==> config.mk <==
export PLATFORM = sky130hd
export DESIGN_NAME = bdd_stream_record_parser
export DESIGN_NICKNAME = d
export VERILOG_FILES = /design/src/hdl/bsrp_pkg.sv /design/src/hdl/bsrp_front.sv /design/src/hdl/bsrp_queue.sv /design/src/hdl/bsrp_back.sv /design/src/hdl/bdd_stream_record_parser.sv
export SDC_FILE = /design/constraint.sdc
export NUM_CORES = 1
export LEC_CHECK = 0
export BUFFER_PORTS_ARGS = -buffer_cell sky130_fd_sc_hd__buf_4
export CORE_AREA = 3 3 265 267
export DETAILED_ROUTE_END_ITERATION = 7
export DIE_AREA = 0 0 268 270
export PLACE_DENSITY = 0.87
export RECOVER_POWER = 50
export SLEW_MARGIN = 25
export SYNTH_ARGS = -nofsm -noshare
export SYNTH_HDL_FRONTEND = slang
export SYNTH_SLANG_ARGS = --single-unit
==> constraint.sdc <==
create_clock -name clk -period 28.1 [get_ports clk]
set_input_delay 5.62 -clock clk [delete_from_list [all_inputs] [get_ports clk]]
set_output_delay 5.62 -clock clk [all_outputs]
set_load 0.02 [all_outputs]
==> src/hdl/bsrp_pkg.sv <==
// Shared types and constants for the decision-diagram set stream parser.
// Used by the front, queue, back and top-level modules; no dependencies.
package bsrp_pkg;

  localparam int QUEUE_DEPTH = 4;
  localparam int QUEUE_AW    = $clog2(QUEUE_DEPTH);
  localparam int QUEUE_CW    = $clog2(QUEUE_DEPTH + 1);

  localparam logic [15:0] FORMAT_VERSION = 16'h0001;
  localparam logic [63:0] HEADER_BYTES   = 64'd16;
  localparam logic [36:0] TERMINAL_BYTES = 37'd8;
  localparam logic [36:0] COUNT_BYTES    = 37'd4;

  typedef enum logic [1:0] {
    KIND_NODE     = 2'd0,
    KIND_TERMINAL = 2'd1,
    KIND_COMPLETE = 2'd2,
    KIND_ERROR    = 2'd3
  } record_kind_t;

  typedef enum logic [2:0] {
    ERR_NONE          = 3'd0,
    ERR_TRUNCATED     = 3'd1,
    ERR_BAD_MAGIC     = 3'd2,
    ERR_BAD_VERSION   = 3'd3,
    ERR_EXTRA_DATA    = 3'd4,
    ERR_READ_TOO_MUCH = 3'd5
  } error_code_t;

  // Event passed from front to back; node_last and terminal expand to two results
  typedef enum logic [1:0] {
    EV_NODE      = 2'd0,
    EV_NODE_LAST = 2'd1,
    EV_TERMINAL  = 2'd2,
    EV_ERROR     = 2'd3
  } event_kind_t;

  typedef struct packed {
    logic [7:0] data_byte;
    logic       stream_end;
  } byte_item_t;

  typedef struct packed {
    record_kind_t       record_kind;
    logic [31:0]        node_number;
    logic [7:0]         variable_index;
    logic signed [31:0] low_reference;
    logic signed [31:0] high_reference;
    logic [31:0]        terminal_value;
    error_code_t        error_code;
    logic               last_of_run;
  } result_item_t;

  typedef struct packed {
    event_kind_t        kind;
    logic [31:0]        node_number;
    logic [7:0]         variable_index;
    logic signed [31:0] low_reference;
    logic signed [31:0] high_reference;
    logic [31:0]        terminal_value;
    error_code_t        error_code;
    logic               len_short;   // implied bytes below declared length
    logic               len_over;    // implied bytes above declared length
  } parse_event_t;

  typedef struct packed {
    logic nonempty;
    logic full;
  } queue_status_t;

  // Magic string "IP set", one byte per position
  function automatic logic [7:0] magic_byte(input logic [2:0] idx);
    logic [7:0] val;
    unique case (idx)
      3'd0:    val = 8'h49;
      3'd1:    val = 8'h50;
      3'd2:    val = 8'h20;
      3'd3:    val = 8'h73;
      3'd4:    val = 8'h65;
      3'd5:    val = 8'h74;
      default: val = 8'h00;
    endcase
    return val;
  endfunction

endpackage

==> src/hdl/bsrp_front.sv <==
// Front end: takes one byte per cycle on accept, assembles fields and raises events.
// Depends on bsrp_pkg.
module bsrp_front
  import bsrp_pkg::*;
(
  input  logic         clk,
  input  logic         rst,
  input  logic         accept,
  input  byte_item_t   byte_data,
  output logic         push,
  output parse_event_t evt
);

  typedef enum logic [8:0] {
    PH_MAGIC    = 9'b000000001,
    PH_VERSION  = 9'b000000010,
    PH_LENGTH   = 9'b000000100,
    PH_COUNT    = 9'b000001000,
    PH_TERMINAL = 9'b000010000,
    PH_VAR      = 9'b000100000,
    PH_LOW      = 9'b001000000,
    PH_HIGH     = 9'b010000000,
    PH_DONE     = 9'b100000000
  } phase_t;

  phase_t      phase, phase_next;
  logic [2:0]  field_cnt, field_cnt_next;
  logic        magic_bad, magic_bad_next;
  logic [31:0] nodes_done, nodes_done_next;
  logic [63:0] declared_length, declared_length_next;
  logic [31:0] nodes_expected, nodes_expected_next;
  logic [31:0] shift_word, shift_word_next;
  logic [7:0]  held_variable, held_variable_next;
  logic [31:0] held_low_ref, held_low_ref_next;
  logic [36:0] implied_bytes, implied_bytes_next;
  logic        len_short, len_over;

  logic [7:0]  b;
  logic [31:0] sw;
  logic [31:0] node_num;
  logic [63:0] cap;
  logic        bad;

  assign b        = byte_data.data_byte;
  assign sw       = {shift_word[23:0], b};
  assign node_num = nodes_done + 32'd1;
  assign cap      = declared_length - HEADER_BYTES;
  assign bad      = magic_bad | (b != magic_byte(field_cnt));

  // Parse step for one accepted byte or end marker
  always_comb begin
    phase_next           = phase;
    field_cnt_next       = field_cnt;
    magic_bad_next       = magic_bad;
    nodes_done_next      = nodes_done;
    declared_length_next = declared_length;
    nodes_expected_next  = nodes_expected;
    shift_word_next      = shift_word;
    held_variable_next   = held_variable;
    held_low_ref_next    = held_low_ref;
    implied_bytes_next   = implied_bytes;
    push                 = 1'b0;
    evt                  = '0;
    evt.kind             = EV_ERROR;
    evt.error_code       = ERR_NONE;
    evt.len_short        = len_short;
    evt.len_over         = len_over;

    if (accept) begin
      if (byte_data.stream_end) begin
        // Rearm; an unfinished parse reports truncation
        if (phase != PH_DONE) begin
          push           = 1'b1;
          evt.kind       = EV_ERROR;
          evt.error_code = ERR_TRUNCATED;
        end
        phase_next      = PH_MAGIC;
        field_cnt_next  = 3'd0;
        magic_bad_next  = 1'b0;
        nodes_done_next = 32'd0;
      end else begin
        unique case (phase)
          PH_MAGIC: begin
            if (field_cnt == 3'd5) begin
              field_cnt_next = 3'd0;
              magic_bad_next = 1'b0;
              if (bad) begin
                push           = 1'b1;
                evt.error_code = ERR_BAD_MAGIC;
                phase_next     = PH_DONE;
              end else begin
                phase_next = PH_VERSION;
              end
            end else begin
              field_cnt_next = field_cnt + 3'd1;
              magic_bad_next = bad;
            end
          end
          PH_VERSION: begin
            shift_word_next = sw;
            if (field_cnt == 3'd1) begin
              field_cnt_next = 3'd0;
              if (sw[15:0] != FORMAT_VERSION) begin
                push           = 1'b1;
                evt.error_code = ERR_BAD_VERSION;
                phase_next     = PH_DONE;
              end else begin
                phase_next = PH_LENGTH;
              end
            end else begin
              field_cnt_next = field_cnt + 3'd1;
            end
          end
          PH_LENGTH: begin
            declared_length_next = {declared_length[55:0], b};
            if (field_cnt == 3'd7) begin
              field_cnt_next = 3'd0;
              phase_next     = PH_COUNT;
            end else begin
              field_cnt_next = field_cnt + 3'd1;
            end
          end
          PH_COUNT: begin
            shift_word_next = sw;
            if (field_cnt == 3'd3) begin
              field_cnt_next      = 3'd0;
              nodes_expected_next = sw;
              if (sw == 32'd0) begin
                implied_bytes_next = TERMINAL_BYTES;
                phase_next         = PH_TERMINAL;
              end else begin
                // 4 + 9 * count
                implied_bytes_next = COUNT_BYTES + {2'b00, sw, 3'b000} + {5'b00000, sw};
                phase_next         = PH_VAR;
              end
            end else begin
              field_cnt_next = field_cnt + 3'd1;
            end
          end
          PH_TERMINAL: begin
            shift_word_next = sw;
            if (field_cnt == 3'd3) begin
              field_cnt_next     = 3'd0;
              push               = 1'b1;
              evt.kind           = EV_TERMINAL;
              evt.terminal_value = sw;
              phase_next         = PH_DONE;
            end else begin
              field_cnt_next = field_cnt + 3'd1;
            end
          end
          PH_VAR: begin
            held_variable_next = b;
            field_cnt_next     = 3'd0;
            phase_next         = PH_LOW;
          end
          PH_LOW: begin
            shift_word_next = sw;
            if (field_cnt == 3'd3) begin
              field_cnt_next    = 3'd0;
              held_low_ref_next = sw;
              phase_next        = PH_HIGH;
            end else begin
              field_cnt_next = field_cnt + 3'd1;
            end
          end
          PH_HIGH: begin
            shift_word_next = sw;
            if (field_cnt == 3'd3) begin
              field_cnt_next     = 3'd0;
              push               = 1'b1;
              evt.node_number    = node_num;
              evt.variable_index = held_variable;
              evt.low_reference  = held_low_ref;
              evt.high_reference = sw;
              nodes_done_next    = node_num;
              if (node_num == nodes_expected) begin
                evt.kind   = EV_NODE_LAST;
                phase_next = PH_DONE;
              end else begin
                evt.kind   = EV_NODE;
                phase_next = PH_VAR;
              end
            end else begin
              field_cnt_next = field_cnt + 3'd1;
            end
          end
          default: begin
            // finished: drop bytes until the end marker
          end
        endcase
      end
    end
  end

  // Control state
  always_ff @(posedge clk) begin
    if (rst) begin
      phase      <= PH_MAGIC;
      field_cnt  <= 3'd0;
      magic_bad  <= 1'b0;
      nodes_done <= 32'd0;
    end else begin
      phase      <= phase_next;
      field_cnt  <= field_cnt_next;
      magic_bad  <= magic_bad_next;
      nodes_done <= nodes_done_next;
    end
  end

  // Field registers and the running length verdict; the verdict settles
  // well before the structure can end
  always_ff @(posedge clk) begin
    declared_length <= declared_length_next;
    nodes_expected  <= nodes_expected_next;
    shift_word      <= shift_word_next;
    held_variable   <= held_variable_next;
    held_low_ref    <= held_low_ref_next;
    implied_bytes   <= implied_bytes_next;
    len_short       <= {27'd0, implied_bytes} < cap;
    len_over        <= {27'd0, implied_bytes} > cap;
  end

endmodule

==> src/hdl/bsrp_queue.sv <==
// Short event queue between the parse front and the result back end.
// Depends on bsrp_pkg.
module bsrp_queue
  import bsrp_pkg::*;
(
  input  logic          clk,
  input  logic          rst,
  input  logic          push,
  input  parse_event_t  push_data,
  input  logic          pop,
  output parse_event_t  head,
  output queue_status_t status
);

  parse_event_t          entries [QUEUE_DEPTH];
  logic [QUEUE_AW-1:0]   wr_ptr, rd_ptr;
  logic [QUEUE_CW-1:0]   fill;

  assign head            = entries[rd_ptr];
  assign status.nonempty = (fill != '0);
  assign status.full     = (fill == QUEUE_CW'(QUEUE_DEPTH));

  // Advance pointers and fill level
  always_ff @(posedge clk) begin
    if (rst) begin
      wr_ptr <= '0;
      rd_ptr <= '0;
      fill   <= '0;
    end else begin
      if (push) begin
        wr_ptr <= wr_ptr + QUEUE_AW'(1);
      end
      if (pop) begin
        rd_ptr <= rd_ptr + QUEUE_AW'(1);
      end
      if (push && !pop) begin
        fill <= fill + QUEUE_CW'(1);
      end else if (pop && !push) begin
        fill <= fill - QUEUE_CW'(1);
      end
    end
  end

  // Store entry
  always_ff @(posedge clk) begin
    if (push) begin
      entries[wr_ptr] <= push_data;
    end
  end

endmodule

==> src/hdl/bsrp_back.sv <==
// Back end: expands queued events into result items behind an output register.
// Depends on bsrp_pkg.
module bsrp_back
  import bsrp_pkg::*;
(
  input  logic          clk,
  input  logic          rst,
  input  parse_event_t  head,
  input  queue_status_t status,
  output logic          pop,
  output logic          result_valid,
  input  logic          result_stall,
  output result_item_t  result
);

  logic         second;
  logic         load;
  logic         two_part;
  result_item_t first_res, finish_res;

  assign load     = status.nonempty && (!result_valid || !result_stall);
  assign two_part = (head.kind == EV_NODE_LAST) || (head.kind == EV_TERMINAL);
  assign pop      = load && (second || !two_part);

  // First result of an event
  always_comb begin
    first_res             = '0;
    first_res.record_kind = KIND_ERROR;
    first_res.error_code  = ERR_NONE;
    unique case (head.kind)
      EV_NODE, EV_NODE_LAST: begin
        first_res.record_kind    = KIND_NODE;
        first_res.node_number    = head.node_number;
        first_res.variable_index = head.variable_index;
        first_res.low_reference  = head.low_reference;
        first_res.high_reference = head.high_reference;
        first_res.last_of_run    = (head.kind == EV_NODE);
      end
      EV_TERMINAL: begin
        first_res.record_kind    = KIND_TERMINAL;
        first_res.terminal_value = head.terminal_value;
      end
      default: begin
        first_res.record_kind = KIND_ERROR;
        first_res.error_code  = head.error_code;
        first_res.last_of_run = 1'b1;
      end
    endcase
  end

  // Closing result: length check verdict
  always_comb begin
    finish_res             = '0;
    finish_res.last_of_run = 1'b1;
    priority if (head.len_short) begin
      finish_res.record_kind = KIND_ERROR;
      finish_res.error_code  = ERR_EXTRA_DATA;
    end else if (head.len_over) begin
      finish_res.record_kind = KIND_ERROR;
      finish_res.error_code  = ERR_READ_TOO_MUCH;
    end else begin
      finish_res.record_kind = KIND_COMPLETE;
      finish_res.error_code  = ERR_NONE;
      finish_res.node_number = head.node_number;
    end
  end

  // Output register control
  always_ff @(posedge clk) begin
    if (rst) begin
      result_valid <= 1'b0;
      second       <= 1'b0;
    end else if (load) begin
      result_valid <= 1'b1;
      if (second) begin
        second <= 1'b0;
      end else if (two_part) begin
        second <= 1'b1;
      end
    end else if (!result_stall) begin
      result_valid <= 1'b0;
    end
  end

  // Output payload
  always_ff @(posedge clk) begin
    if (load) begin
      result <= second ? finish_res : first_res;
    end
  end

endmodule

==> src/hdl/bdd_stream_record_parser.sv <==
// Top level of the decision-diagram set stream parser.
// Depends on bsrp_pkg, bsrp_front, bsrp_queue and bsrp_back.
//
//   channel  | handshake                   | payload
//   ---------+-----------------------------+----------------------------
//   bytes    | byte_valid / byte_stall     | byte_data (byte_item_t)
//   results  | result_valid / result_stall | result (result_item_t)
//
// One byte is taken per cycle while the queue is not full; its event is written
// into the queue and then loaded into the output register, which waits while a
// valid result is stalled. Results leave at one per cycle while result_stall
// is low. An input that yields two results holds its event in the queue until
// both results are loaded. The input stalls only when the four-entry queue
// is full. Reset is synchronous and leaves the parser expecting the magic string.
module bdd_stream_record_parser
  import bsrp_pkg::*;
(
  input  logic         clk,
  input  logic         rst,
  input  logic         byte_valid,
  output logic         byte_stall,
  input  byte_item_t   byte_data,
  output logic         result_valid,
  input  logic         result_stall,
  output result_item_t result
);

  logic          accept;
  logic          q_push;
  logic          q_pop;
  parse_event_t  q_in;
  parse_event_t  q_head;
  queue_status_t q_status;

  assign byte_stall = q_status.full;
  assign accept     = byte_valid && !q_status.full;

  bsrp_front u_front (
    .clk       (clk),
    .rst       (rst),
    .accept    (accept),
    .byte_data (byte_data),
    .push      (q_push),
    .evt       (q_in)
  );

  bsrp_queue u_queue (
    .clk       (clk),
    .rst       (rst),
    .push      (q_push),
    .push_data (q_in),
    .pop       (q_pop),
    .head      (q_head),
    .status    (q_status)
  );

  bsrp_back u_back (
    .clk          (clk),
    .rst          (rst),
    .head         (q_head),
    .status       (q_status),
    .pop          (q_pop),
    .result_valid (result_valid),
    .result_stall (result_stall),
    .result       (result)
  );

`ifndef ASSERT_OFF
  // No event is pushed into a full queue
  a_no_overflow: assert property (@(posedge clk) disable iff (rst)
    q_status.full |-> !q_push)
    else $error("event queue overflow");

  // An error always closes the run of its input
  a_error_last: assert property (@(posedge clk) disable iff (rst)
    (result_valid && result.record_kind == KIND_ERROR) |-> result.last_of_run)
    else $error("error result not marked last");

  // A terminal set result is always followed by its length verdict
  a_terminal_not_last: assert property (@(posedge clk) disable iff (rst)
    (result_valid && result.record_kind == KIND_TERMINAL) |-> !result.last_of_run)
    else $error("terminal result marked last");
`endif

endmodule
==> results of run 1 <==
flip-flops by register name, indices dropped and copies added, names as in the netlist, 3 cells and up, named ones only:
signal / cells
u_front.shift_word: 24
u_queue.fill: 3
u_front.phase: 9
u_front.implied_bytes: 36
u_queue.entries: 568
u_front.nodes_expected: 32
u_front.held_low_ref: 32
u_front.field_cnt: 3
u_front.declared_length: 64
u_back.result: 142
u_front.nodes_done: 32
u_front.held_variable: 8
cell type report:
cell class / count / area (sq um)
Sequential cell: 964 / 28400
Inverter: 53 / 199
Timing Repair Buffer: 182 / 782
Tap cell: 882 / 1100
Fill cell: 4425 / 23000
Multi-Input combinational cell: 1421 / 11700
Clock buffer: 121 / 2530
Antenna cell: 11 / 27.5
Clock inverter: 55 / 676
metal layers:
layer  routed length [um]  track usage [%]  vias to the layer above
li1                     -                -                    10200
met1                38200             38.6                    12300
met2                51000             47.2                     1645
met3                10600             6.36                      323
met4                 4900             12.1                       10
met5                   73                0                        -
worst max-delay path by stage:
stage / from / slack, ns / depth (start not counted) / endpoint
6_report: flop / 13.95 / 7 / u_back.result[41]
5_1_grt: flop / 12.04 / 7 / u_back.result[41]
4_1_cts: byte_data[5] / 18.86 / 11 / u_queue.entries[1][99]
3_5_place_dp: byte_data[1] / 18.23 / 11 / u_queue.entries[1][100]
3_3_place_gp: byte_data[1] / 18.34 / 11 / u_queue.entries[1][94]
2_1_floorplan: result_stall / 13.40 / 8 / u_queue.fill[2]
cell families after synthesis:
group | synth area share [%]
compound gates | 4.74
mux | 8.03
buf+inv | 1.76
fa+ha+maj | 2.71
simple gates | 10.4
xor+xnor | 2.64
flops | 69.7
cell usage after synthesis (21+ instances only):
cell type  number
a21o_1         36
a21oi_1        98
and2_1        108
and3_1         44
buf_1          22
clkbuf_1      103
dfxtp_1        58
edfxtp_1      906
ha_1           85
inv_1          53
mux4_2        142
nand2_1        66
nand3_1        37
nand4_1        24
nor2_1        168
nor2b_1       128
nor3_1         54
nor4_1         25
o21ai_0        56
or3_1          21
xnor2_1        79
xor2_1         41
critical path: stages (launching register included):
cell      delay, ns
dfxtp_1        2.25
clkbuf_1       6.04
mux4_2         1.28
inv_1          0.11
ha_1           0.27
o21bai_4       0.15
clkbuf_1       2.63
nor2b_1        0.65
where the power goes:
| group | internal [mW] | switching, mW |
|---|---|---|
| registers | 1.76 | 0.0807 |
| clock network | 0.760 | 0.546 |
| logic | 0.228 | 0.421 |
| total | 2.74 | 1.05 |
==> results.cfg, run 1 <==
[cells_and_area]
drive_above_1_share_pct = 11.8
layout.cells.non_filler = 3689
layout_commonest_cell = edfxtp_1
areaGrowthSynthToFinish_pct = 11.4
nets = 2816
fin_area_sq_mm = 0.0454
final_cell_mix = edfxtp_1, clkbuf_1, nor2_1
utilization_pct = 66.4

[placement]
routabilityCongestion = 0.955
dp_hpwl_mm = 63.7
placed_cell_area_sq_mm = 0.0428
place_inst = 3501
pre_cts_ws_ns = 18.23
io_buffers = 156

[grt]
grt_max_degree = 102
antenna_found_initial = 15
grt_pass1_wl_mm = 156
gr-usage-all-layers_pct = 29.1
grt_pass1_vias = 24000
gr-total-overflow = 0

[timing]
relSlewSlack_pct = -464
rsz0062_at_grt = no
tns_ns = 0
hold_viol = 0
fin_ws_ns = 13.95
drv_slew = 670
min_period_ns = 14.15
tightest_slew_ns = 8.46
finalClockSkew_ns = 0.0285
fmax_ghz = 0.0707
whs_ns = 0.457
setup_viol = 0
fin_crit_sh_pct = 50.4

[setup_path]
worst_ep_arrival_time_ns = 14.31
r2r-end = u_back.result[41]
crit_required_ns = 28.26
cp-start-kind = flop
crit_path_end_kind = flop
regToRegSetupSlack_ns = 13.95
r2r_cells = 7
critPathMaxFanout = 101
worst-setup-path-type = flop to flop

[logic_synthesis]
synth_area_leaders = edfxtp_1, mux4_2, dfxtp_1
post-synth-top-area-fraction_pct = 66.8
synthCells = 2571
synthFlopType = edfxtp_1
synth-edff-count = 906
synth_nets = 2671
synth.avg_cell_area_sq_um = 15.8
synth_area_leader_cell = edfxtp_1
ys_warn_count = 0
synth-async-reset-ratio_pct = 0
ys_types = 76
syn_area_sq_mm = 0.0407
ys_ff_latch = 964
ys_seq_area_share_pct = 69.7

[clock_network]
cts.sinks = 964
htree_levels = 3
cts_buffers = 94
clkTransAtPathRegs_ns = 0.06
ctsResizeCount = 0
cts_setup_buffers = 0
cts_hold_buf = 0
cts.path.max_buffers = 3
cts_tree = done
worstSkewPairLatency_ns = 0.66
clockRootBuffer = clkbuf_16

[floorplan]
die_y_um = 270
rows = 96
die_w_um = 268
initial_utilization_pct = 59.5
ios = 157
die-area_sq_mm = 0.0724
core_area_sq_mm = 0.0683

[min_path]
holdPathStages = 0
min_path_type = flop to flop
min_from = u_front.declared_length[42]
hold_path_end = u_front.declared_length[50]

[power]
power_density_mw_per_mm2 = 83.6
total_power_mw = 3.79
leakagePower_nw = 15.4
ir_worst_vdd_mv = 0.0508

[routing]
via_per_inst = 6.65
wl_per_cell_um = 28.4
drtAntennaViolNets = 0
vias = 24500
drc = 0
initialDrtViolationCount = 3313
wl_mm = 105
drt-pass1-iter-count = 6

[outcome]
status = finished, violations left
violations = capacitance limit, slew limit

[flow_run]
drv_cap = 13
(Power assumes the default switching activity.)
==> inputs of run 2 (changes only) <==
--- a/config.mk
+++ b/config.mk
@@ -6,10 +6,10 @@
 export NUM_CORES = 1
 export LEC_CHECK = 0
 export BUFFER_PORTS_ARGS = -buffer_cell sky130_fd_sc_hd__buf_4
-export CORE_AREA = 3 3 265 267
+export CORE_AREA = 3 3 274 276
 export DETAILED_ROUTE_END_ITERATION = 7
-export DIE_AREA = 0 0 268 270
-export PLACE_DENSITY = 0.87
+export DIE_AREA = 0 0 277 279
+export PLACE_DENSITY = 0.86
 export RECOVER_POWER = 50
 export SLEW_MARGIN = 25
 export SYNTH_ARGS = -nofsm -noshare
==> constraint.sdc (replaced) <==
create_clock -name clk -period 12.95 [get_ports clk]
set_input_delay 2.59 -clock clk [delete_from_list [all_inputs] [get_ports clk]]
set_output_delay 2.59 -clock clk [all_outputs]
set_load 0.02 [all_outputs]
==> run 2 against run 1 <==
  * The flow still finishes with violations (capacitance limit, slew limit)
  * Final cell count up 2.2%
  * Register-to-register slack worse by 9.1 ns
  * Routed wire length shrank 3.3%
  * Sequential cell count stayed put
  * Sequential share of layout area down 0.16 points
  * Global-route usage fell by 3.1 points
  * Clock power up 110%
  * Sequential power increased by 120%
  * Final area rose by 0.26%
  * Critical path type unchanged
  * Largest cell class unchanged
  * Highest routed layer unchanged
==> results.cfg, run 2 (same netlist as run 1, synthesis figures left out) <==
[cells_and_area]
seq_area_sq_mm = 0.0284
drive_above_1_share_pct = 11.9
largest-register = u_queue.entries
nets = 2825
fillers = 5101
top_regs = u_queue.entries: 568 flops, u_back.result: 142 flops, u_front.declared_length: 64 flops
areaGrowthSynthToFinish_pct = 11.7
largest_reg_flops = 568
multiInputGateArea_sq_mm = 0.0117
layout_commonest_cell = edfxtp_1
final_cell_mix = edfxtp_1, clkbuf_1, nor2_1

[timing]
whs_ns = 0.448
hold_viol = 0
min_period_ns = 8.15
rsz0062_at_grt = no
tightest_slew_ns = 4.38
finalClockSkew_ns = 0.0265
tns_ns = 0
drv_slew = 627
relSlewSlack_pct = -192
fmax_ghz = 0.123
setup_viol = 0
fin_crit_sh_pct = 63.0

[placement]
routabilityCongestion = 0.922
dp_hpwl_mm = 61.7
io_buffers = 156

[setup_path]
crit_path_end_kind = flop
path_cells = mux4_2, inv_1, ha_1, o21bai_4, clkbuf_1, nor2b_1
cpPeakStageDelay_ns = 2.81
cp-start-kind = flop
worst_ep_arrival_time_ns = 8.24
crit_slowest_cell = clkbuf_1
worst-setup-path-type = flop to flop
crit_required_ns = 13.04
critPathMaxFanout = 72

[floorplan]
die_y_um = 279
rows = 99
ios = 157
initial_utilization_pct = 55.9
die_w_um = 277
core_area_sq_mm = 0.0728
die-area_sq_mm = 0.0773

[outcome]
status = finished, violations left
violations = capacitance limit, slew limit

[flow_run]
drv_cap = 12

[power]
comb_power_share_pct = 16.9
pwr-share-clk_pct = 33.8
leakagePower_nw = 15.3
ir_worst_vdd_mv = 0.120
total_power_mw = 8.06
p_seq_share_pct = 49.3
power_switching_mw = 2.21
power_density_mw_per_mm2 = 177
netSwitchingFraction_pct = 27.4
p_int_mw = 5.85

[clock_network]
cts_setup_buffers = 0
clkTransAtPathRegs_ns = 0.06
cts.sinks = 964
worstSkewPairLatency_ns = 0.65
cts_hold_buf = 0
clockRootBuffer = clkbuf_16
ctsResizeCount = 0
cts.path.max_buffers = 3
htree_levels = 3
cts_tree = done
cts_buffers = 94

[routing]
drtAntennaViolNets = 0
initialDrtViolationCount = 2753
vias = 23900
drt-pass1-iter-count = 6
wl_mm = 101
drc = 0
via_per_inst = 6.35
wl_per_cell_um = 26.9

[grt]
gr-usage-all-layers_pct = 26.0
grt_pass1_vias = 23900
antenna_found_initial = 11
gr-total-overflow = 0
grt_pass1_wl_mm = 152
grt_max_degree = 113

[min_path]
min_path_type = flop to flop
## run 2: changes by cell type in the layout (fill, tap and decap cells not counted), moves of 4 or more
cell / previous run / this run
clkbuf_1: 186 / 200
buf_12: 0 / 4
clkinvlp_4: 1 / 8
bufinv_16: 13 / 8
clkinv_1: 18 / 12
diode_2: 11 / 7
and2_1: 75 / 45
buf_4: 13 / 8
and2_0: 31 / 61
## run 2: cell type report
type,count,share of cell area (%)
multi-input cells,1421,25.7
clock inverters,44,1.01
flip-flops and latches,964,62.4
clock buffers,131,5.75
diodes,7,0.0385
repair buffers,191,2.04
inverters,53,0.438
well taps,959,2.64
## run 2: through the flow
stage	instances	instance area (sq um)	setup slack, ns	util [%]
CTS	3758	46000	7.18	63.2
floorplan	2571	40700	1.28	-
detailed placement	3583	42900	6.52	58.9
global placement	3581	42900	6.26	58.9
finish	3770	45500	4.80	62.4
global route	3764	45500	4.42	62.4
## run 2: metal layers
metal	vias to the layer above	share of wire (%)	GRT usage [%]
li1	10200	-	-
met1	12000	37	35.1
met2	1433	49	42.0
met3	249	9.9	4.73
met4	6	4.3	11.8
met5	-	0.036	0
## run 2: final timing paths
check	cells past startpoint	slack (ns)	startpoint	endpoint
max	6	4.80	flop	u_back.result[57]
min	0	0.45	u_front.declared_length[46]	u_front.declared_length[54]
max reg2reg	6	4.80	flop	u_back.result[57]
min reg2reg	0	0.45	u_front.declared_length[46]	u_front.declared_length[54]
## run 2: worst max-delay path: cells and delay by family, from the launching register on
| family | cells | cell delay (ns) |
|---|---|---|
| buf+inv | 2 | 2.90 |
| flops | 1 | 2.60 |
| simple gates | 1 | 0.90 |
| mux | 1 | 0.74 |
| fa+ha+maj | 1 | 0.25 |
| compound gates | 1 | 0.13 |
## run 2: power by group through the flow
stage | clock network [mW] | registers, mW | logic, mW
after global routing | 2.88 | 4.00 | 1.46
after floorplan | 0 | 4.30 | 0.657
after detailed placement | 0 | 4.02 | 1.53
after CTS | 2.75 | 3.97 | 1.55
after global placement | 0 | 4.01 | 1.50
final | 2.72 | 3.97 | 1.37
